`src/hdl/khm_pkg.sv`:
```
// ---------------------------------------------------------------------------
// khm_pkg: shared types and codes for the k-way heap merge
// Operation codes, configuration register indexes, datapath command struct.
// ---------------------------------------------------------------------------
`default_nettype none
package khm_pkg;
   localparam logic [1:0] OP_LOAD  = 2'd0;
   localparam logic [1:0] OP_START = 2'd1;
   localparam logic [1:0] OP_NEXT  = 2'd2;
   localparam logic [1:0] OP_EXH   = 2'd3;

   localparam int REG_COLS = 0;
   localparam int REG_ASC  = 1;

   typedef struct packed {
      logic put;       // write request row at slot heap_size, size++
      logic put_run;   // use popped run instead of request run
      logic scan_init; // scan index <= 0
      logic scan_step; // compare fetched candidate against best
      logic fetch;     // register entry at scan index
      logic emit;      // load output from best, start fill move
      logic move;      // copy last entry into best slot
      logic done;      // load done result
   } cmd_type;

   typedef struct packed {
      logic       full;
      logic       empty;
      logic       scan_end;
   } sts_type;
endpackage
`default_nettype wire

```
`src/hdl/khm_ctrl.sv`:
```
// ---------------------------------------------------------------------------
// khm_ctrl: merge sequencer
// Decodes one request and steps the datapath through a load, a scan, emit and fill, or a done result.
// ---------------------------------------------------------------------------
`default_nettype none
module khm_ctrl (
   input  wire logic             clock,
   input  wire logic             reset,
   input  wire logic             req_fire,
   input  wire logic [1:0]       req_op,
   input  wire logic             rsp_free,
   input  wire khm_pkg::sts_type sts,
   output logic                  req_ready,
   output khm_pkg::cmd_type      cmd
);
   localparam logic [2:0] S_IDLE  = 3'd0;
   localparam logic [2:0] S_FETCH = 3'd1;
   localparam logic [2:0] S_CMP   = 3'd2;
   localparam logic [2:0] S_EMIT  = 3'd3;
   localparam logic [2:0] S_MOVE  = 3'd4;
   localparam logic [2:0] S_DONE  = 3'd5;

   logic [2:0] state_ff, state_in;
   logic       pend_ff, pend_in;

   always_comb begin
      state_in  = state_ff;
      pend_in   = pend_ff;
      cmd       = '0;
      req_ready = 1'b0;
      case (state_ff)
         S_IDLE: begin
            req_ready = 1'b1;
            if (req_fire) begin
               case (req_op)
                  khm_pkg::OP_LOAD: begin
                     if (!pend_ff && !sts.full) cmd.put = 1'b1;
                  end
                  khm_pkg::OP_START: begin
                     if (!pend_ff) begin
                        cmd.scan_init = 1'b1;
                        state_in = sts.empty ? S_DONE : S_FETCH;
                     end
                  end
                  khm_pkg::OP_NEXT: begin
                     if (pend_ff) begin
                        cmd.put     = !sts.full;
                        cmd.put_run = 1'b1;
                        cmd.scan_init = 1'b1;
                        state_in = S_FETCH;
                     end
                  end
                  default: begin
                     if (pend_ff) begin
                        cmd.scan_init = 1'b1;
                        state_in = sts.empty ? S_DONE : S_FETCH;
                     end
                  end
               endcase
            end
         end
         S_FETCH: begin
            if (sts.scan_end) state_in = S_EMIT;
            else begin
               cmd.fetch = 1'b1;
               state_in = S_CMP;
            end
         end
         S_CMP: begin
            cmd.scan_step = 1'b1;
            state_in = S_FETCH;
         end
         S_EMIT: begin
            if (rsp_free) begin
               cmd.emit = 1'b1;
               pend_in  = 1'b1;
               state_in = S_MOVE;
            end
         end
         S_MOVE: begin
            cmd.move = 1'b1;
            state_in = S_IDLE;
         end
         S_DONE: begin
            if (rsp_free) begin
               cmd.done = 1'b1;
               pend_in  = 1'b0;
               state_in = S_IDLE;
            end
         end
         default: state_in = S_IDLE;
      endcase
   end

   always_ff @(posedge clock) begin
      if (reset) begin
         state_ff <= S_IDLE;
         pend_ff  <= 1'b0;
      end else begin
         state_ff <= state_in;
         pend_ff  <= pend_in;
      end
   end
endmodule
`default_nettype wire

```
`config.mk`:
```
export PLATFORM = sky130hd
export DESIGN_NAME = khm_ctrl
export DESIGN_NICKNAME = d
export VERILOG_FILES = /design/src/hdl/khm_pkg.sv /design/src/hdl/khm_ctrl.sv
export SDC_FILE = /design/constraint.sdc
export NUM_CORES = 1
export LEC_CHECK = 0
export ABC_CLOCK_PERIOD_IN_PS = 1500
export BUFFER_PORTS_ARGS = -buffer_cell sky130_fd_sc_hd__buf_2
export CORE_AREA = 2 2 39 41
export CTS_BUF_LIST = sky130_fd_sc_hd__clkbuf_4 sky130_fd_sc_hd__clkbuf_8
export CTS_CLUSTER_DIAMETER = 30
export DETAILED_ROUTE_END_ITERATION = 6
export DIE_AREA = 0 0 41 43
export PLACE_DENSITY = 0.54
export SLEW_MARGIN = 20
export SYNTH_ARGS = -nofsm -noshare
export SYNTH_HDL_FRONTEND = slang
export SYNTH_SLANG_ARGS = --single-unit
```
`constraint.sdc`:
```
create_clock -name clock -period 1.5 [get_ports clock]
set_clock_uncertainty 0.2 [all_clocks]
set_input_delay 0.375 -clock clock [delete_from_list [all_inputs] [get_ports clock]]
set_output_delay 0.375 -clock clock [all_outputs]
set_load 0.05 [all_outputs]
```
==> results.toml, run 1 <==
[run_status]
status = "finished, violations left"
violations = "setup timing"

[critical_path]
critPathKind = "reg -> out"
crit_top_cell = "nor3_4"
path_buf_inv = 1
max_stage_delay_ps = 320
critical_path_arrival_ps = 1280
critPathSlowestCell = "dfxtp_2"
cp-end-kind = "primary output"
cp-start-kind = "flop"
critPathRequiredTime_ps = 920
crit_fanout = 2
path_cells = "nor3_4 > nand3b_1 > nor3_4 > buf_6"
cpLargestDelayFamily = "simple AND/OR/NAND/NOR gates"

[clock_tree]
hold_buffers = 0
clk_latency_ps = 230
clock_path_buffers = 2
cts_tree = "done"
cts_root_buffer = "clkbuf_4"
path_clk_slew_ps = 40
clock-sinks = 4
htree_levels = 1
cts-buffers-inserted = 3

[cells_and_area]
fin_cells = 85
layout.nets = 80
fillers = 148
utilization_pct = 50.2
multi_input_area_um2 = 302
num_antenna_cells = 0
drive_gt1_share_pct = 78.3
areaGrowthSynthToFinish_pct = 100
seq_area_um2 = 87.6

[detailed_routing]
num_vias = 410
route.detailed.drc = 0
first_pass_iters = 1
wl_per_cell_um = 10.9
drt_iter0_markers = 0
vias_per_cell = 4.82
ant_nets = 0
routed_wl_um = 925

[global_route]
overflow = 0
first_global_vias = 388
grt_max_degree = 12
grt_pass1_wl_um = 1570
grt_antenna_before_repair = 0
grt_usage_pct = 13.0

[logic_synthesis]
synth.mux.area_fraction_pct = 0
syn-num-nets = 48
synth_compound_area_share_pct = 17.3
synth-simple-area-share_pct = 43.7
synth_xor_area_share_pct = 2.53
syn_area_um2 = 347
syn_avg_cell_area_um2 = 8.89
ys_warn_count = 0
ys_seq_elements = 4
synth_cell_types = 27
ys_seq_area_share_pct = 23.1
synthAdderAreaFrac_pct = 0
synth_top_family_by_area = "simple AND/OR/NAND/NOR gates"
syn_inst = 39

[sta]
rsz0062_at_grt = "true"
post-route-period-util_pct = 124
setup_viol = 11
setup_tns_ps = -2680
period_needed_ps = 1860
finalHoldViolCount = 0
tightest_slew_ps = 378
slew_headroom_pct = 74.1
drv_slew = 0
max_freq_mhz = 539
finalWorstSetupSlack_ps = -356

[place]
place_congestion = 0.664
portBuffers = 17
place_inst = 79
place_hpwl_um = 709
pre_cts_slack_ps = -310

[die]
start_util_pct = 25.0
row_count = 14
core_um2 = 1380
ios = 18
die-area_um2 = 1760
die_h_um = 43
die_x_um = 41

[power_and_ir_drop]
peakVddDrop_mv = 0.332
leakagePower_nw = 0.298
p_per_area_nw_per_um2 = 791

[flow_run]
drv_cap = 0

[min_path]
hold_class = "in -> reg"
## cell type report
class / count / area share [%]
flip-flops and latches: 4 / 12.6
multi-input cells: 30 / 43.4
well taps: 16 / 2.88
clock buffers: 3 / 3.24
repair buffers: 30 / 36.0
inverters: 2 / 1.80
## synth_stat cells
library cell,n,area (um2)
nand3_1,2,10.0
o31ai_1,1,7.51
nand4b_1,1,8.76
clkbuf_8,1,13.8
a2111oi_0,1,8.76
xor2_1,1,8.76
nand2b_1,2,12.5
nor2b_1,1,6.26
and4bb_2,1,12.5
nor4_1,2,12.5
nand3b_1,2,15.0
a21oi_1,1,5.00
a21o_2,1,8.76
inv_1,1,3.75
a311oi_2,1,15.0
nor3b_1,2,15.0
nor3_1,3,15.0
or2b_2,1,8.76
dfxtp_1,4,80.1
inv_4,1,6.26
and3b_2,1,10.0
buf_6,2,22.5
nand2_1,2,7.51
nor2_1,1,3.75
a21o_1,1,7.51
or4b_4,1,13.8
a211oi_1,1,7.51
## per-stage QoR
stage	power, mW	hold WS (ps)	instance area [um2]
after CTS	0.536	143	669
after global routing	0.590	143	694
after detailed placement	0.367	388	571
final	0.550	150	694
after floorplan	0.306	235	427
after global placement	0.367	393	571
## layout by cell type (no fill, tap or decap), types with 2 or more instances in the layout
cell type / count
buf_2: 8
buf_4: 12
buf_6: 8
buf_8: 2
clkbuf_4: 3
dfxtp_2: 3
inv_4: 2
nand2b_1: 2
nand3_1: 2
nand3b_1: 2
nor3_4: 3
## path summary, 6_finish.rpt
path                            start                  endpoint  slack [ps]  cells after the start
min                             reset  state_ff[2]$_SDFFE_PP0P_         150                      2
max          state_ff[2]$_SDFFE_PP0P_                    cmd[7]        -360                      4
max reg2reg  state_ff[2]$_SDFFE_PP0P_  state_ff[2]$_SDFFE_PP0P_        -170                      6
min reg2reg  state_ff[0]$_SDFFE_PP0P_  state_ff[1]$_SDFFE_PP0P_         390                      2
## where the power goes
part / total, mW / switching, mW / internal, mW
registers: 0.136 / 0.0172 / 0.119
clock network: 0.130 / 0.0404 / 0.0893
logic: 0.284 / 0.153 / 0.131
## sequential cells by signal, indices dropped and copies added, names as in the netlist
signal,flops
state_ff,3
pend_ff,1
## layer usage
layer | track usage, % | wire length (um) | up-vias
li1 | - | - | 207
met1 | 17.0 | 377 | 187
met2 | 17.8 | 467 | 14
met3 | 2.09 | 62 | 2
met4 | 10.0 | 18 | 0
met5 | 0 | 0 | -
## cells by family after synthesis
group,after synthesis
compound gates,7
xor+xnor,1
buf+inv,5
flops,4
simple gates,22
## repair_timing
item	in CTS	in global routing
pin swaps	3	3
cloned	0	0
setup endpoints to repair	10	11
resized for setup	23	2
setup buffers	1	2
Note: power is estimated with default switching activity, not from simulation.
==> inputs of run 2 (changes only) <==
--- a/config.mk
+++ b/config.mk
@@ -5,6 +5,7 @@
 export SDC_FILE = /design/constraint.sdc
 export NUM_CORES = 1
 export LEC_CHECK = 0
+export ABC_AREA = 1
 export ABC_CLOCK_PERIOD_IN_PS = 1500
 export BUFFER_PORTS_ARGS = -buffer_cell sky130_fd_sc_hd__buf_2
 export CORE_AREA = 2 2 39 41
@@ -12,7 +13,7 @@
 export CTS_CLUSTER_DIAMETER = 30
 export DETAILED_ROUTE_END_ITERATION = 6
 export DIE_AREA = 0 0 41 43
-export PLACE_DENSITY = 0.54
+export PLACE_DENSITY = 0.51
 export SLEW_MARGIN = 20
 export SYNTH_ARGS = -nofsm -noshare
 export SYNTH_HDL_FRONTEND = slang
==> run 2 against run 1 <==
Net effect: the run still ends with setup timing left; setup slack better by 80 ps; cell area grew 6.8%; die area unchanged; routed wire length is 5.7% higher; clock power barely moved; first-iteration DRC count grew 1; largest cell class is now buffers.
==> results.toml, run 2 <==
[die]
core_um2 = 1380
row_count = 14
die_h_um = 43
ios = 18
die_x_um = 41
start_util_pct = 22.4
die-area_um2 = 1760

[sta]
slew_headroom_pct = 76.4
period_needed_ps = 1780
finalHoldViolCount = 0
setup_viol = 9
finalWorstSetupSlack_ps = -276
drv_slew = 0
post-route-period-util_pct = 118
tightest_slew_ps = 346
hold-worst-slack_ps = 155
rsz0062_at_grt = "true"
max_freq_mhz = 563

[cells_and_area]
largest_register_ffs = 3
layout_common_cells = "buf_4 (14), buf_6 (11), nand2_1 (10), inv_1 (8), buf_2 (7)"
num_antenna_cells = 0
areaGrowthSynthToFinish_pct = 139
drive_gt1_share_pct = 65.2
regMostFlops = "state_ff"
reg_top3 = "state_ff: 3 flops, pend_ff: 1 flops"
seq_area_um2 = 85.1
multi_input_area_um2 = 270
fillers = 137
final_common_cell = "buf_4"
layout.nets = 100

[logic_synthesis]
synth_most_common_cell = "nand2_1"
synth_common_cells = "nand2_1 (12), inv_1 (9), nor2_1 (6)"
ys_seq_elements = 4
syn-num-nets = 62
synthArstFlopShare_pct = 0
ys_seq_area_share_pct = 25.8
ys_warn_count = 0
synth_edf_count = 0
syn_avg_cell_area_um2 = 5.85
synth_top_area_share_pct = 25.8
syn_area_um2 = 310
synth_largest_area_cell = "dfxtp_1"
synth_cell_types = 16
ys.flop_type = "dfxtp_1"
syn_inst = 53
synthTopCellsByArea = "dfxtp_1 (26%), nand2_1 (15%), inv_1 (11%)"

[clock_tree]
cts_root_buffer = "clkbuf_4"
cts_tree = "done"
htree_levels = 1
clock-sinks = 4
path_clk_slew_ps = 40
clk_latency_ps = 230
clock_path_buffers = 2
hold_buffers = 0
cts-buffers-inserted = 3

[critical_path]
critPathKind = "reg -> out"
crit_fanout = 3
ff2ff_setup_slack_ps = 60
cp-end-kind = "primary output"
critical_path_arrival_ps = 1200
critPathRequiredTime_ps = 920
r2r_start = "state_ff[2]$_SDFFE_PP0P_"
reg2regPathDepth = 9
cp-start-kind = "flop"
rr_endpoint = "state_ff[0]$_SDFFE_PP0P_"

[detailed_routing]
drt_iter0_markers = 1
first_pass_iters = 3
num_vias = 452
vias_per_cell = 4.30
routed_wl_um = 978
ant_nets = 0
wl_per_cell_um = 9.31
route.detailed.drc = 0

[min_path]
min_path_cells = 2
min_to = "state_ff[2]$_SDFFE_PP0P_"
hold_class = "in -> reg"
hold_start = "reset"

[power_and_ir_drop]
netSwitchingPower_mw = 0.259
swShare_pct = 41.2
power_frac_clock_pct = 20.7
p_per_area_nw_per_um2 = 848
leakagePower_nw = 0.354
peakVddDrop_mv = 0.528
power_frac_comb_pct = 58.3
intPower_mw = 0.370
p_seq_share_pct = 21.0
fin_total_pwr_mw = 0.629

[place]
portBuffers = 17
place_hpwl_um = 777
place_congestion = 0.764

[global_route]
overflow = 0
grt_antenna_before_repair = 0
grt_pass1_wl_um = 1590
grt_usage_pct = 12.9
first_global_vias = 418
grt_max_degree = 6

[flow_run]
drv_cap = 0

[run_status]
status = "finished, violations left"
violations = "setup timing"
## run 2: changes by cell type after synthesis, moves of 3 or more
cell and change:
nand2_1 +10, inv_1 +8, nor2_1 +5, a21oi_1 +3, inv_2 +3
## run 2: worst max path at each step
stage                                         from      to  slack [ps]  cells after the start
final                     state_ff[1]$_SDFFE_PP0P_  cmd[6]        -280                      6
after global routing      state_ff[2]$_SDFFE_PP0P_  cmd[3]        -350                      3
after CTS                 state_ff[2]$_SDFFE_PP0P_  cmd[3]        -290                      3
after detailed placement                 req_op[0]  cmd[7]        -310                      5
after global placement                   req_op[0]  cmd[7]        -290                      5
after floorplan           state_ff[1]$_SDFFE_PP0P_  cmd[7]        -520                      5
## run 2: worst max-delay path: stages (launching register included)
cell and delay (ps):
dfxtp_2 330, inv_4 70, nand2_4 60, nor2_4 110, inv_4 70, nor3_4 160, buf_6 180
## run 2: repair_timing
item                                    4_1_cts  5_1_grt
pin swaps                                     1        6
setup buffers                                 2        3
resized for setup                            26        9
endpoints found under the setup margin       10        9
## run 2: power by group through the flow
stage          logic (mW)  clock network, mW  registers [mW]
5_1_grt             0.394              0.150           0.133
3_3_place_gp        0.287                  0           0.131
3_5_place_dp        0.288                  0           0.130
4_1_cts             0.347              0.139           0.129
2_1_floorplan       0.186                  0           0.131
6_report            0.367              0.130           0.132
## run 2: kinds of logic after synthesis
logic type             after synthesis  share of synthesized area, %
AO/OA/AOI/OAI                        8                          14.9
flip-flops                           4                          25.8
AND/OR/NAND/NOR                     28                          41.1
buffers and inverters               13                          18.1
## run 2: through the flow
| step | area [um2] | setup slack (ps) | TNS (ps) | utilization, % | std cells |
|---|---|---|---|---|---|
| final | 742 | -276 | -1740 | 53.6 | 105 |
| after global routing | 742 | -349 | -2340 | 53.6 | 105 |
| after CTS | 692 | -288 | -1940 | 50.0 | 103 |
| after detailed placement | 574 | -310 | -1170 | 41.5 | 99 |
| after global placement | 574 | -287 | -1120 | 41.5 | 99 |
| after floorplan | 375 | -524 | -2030 | - | 53 |
## run 2: layout make-up
class                      count  area share (%)
inverter                      12            6.75
clock buffer                   3            3.04
sequential                     4            11.5
tap                           16            2.70
multi-input combinational     36            36.4
timing repair buffer          34            39.6
## run 2: layer usage
layer / vias up / part of all wire [%] / track usage, %
met3: 0 / 3.2 / 1.57
met5: - / 0 / 0
met4: 0 / 0 / 8.00
met1: 203 / 41 / 15.7
li1: 239 / - / -
met2: 10 / 56 / 20.3
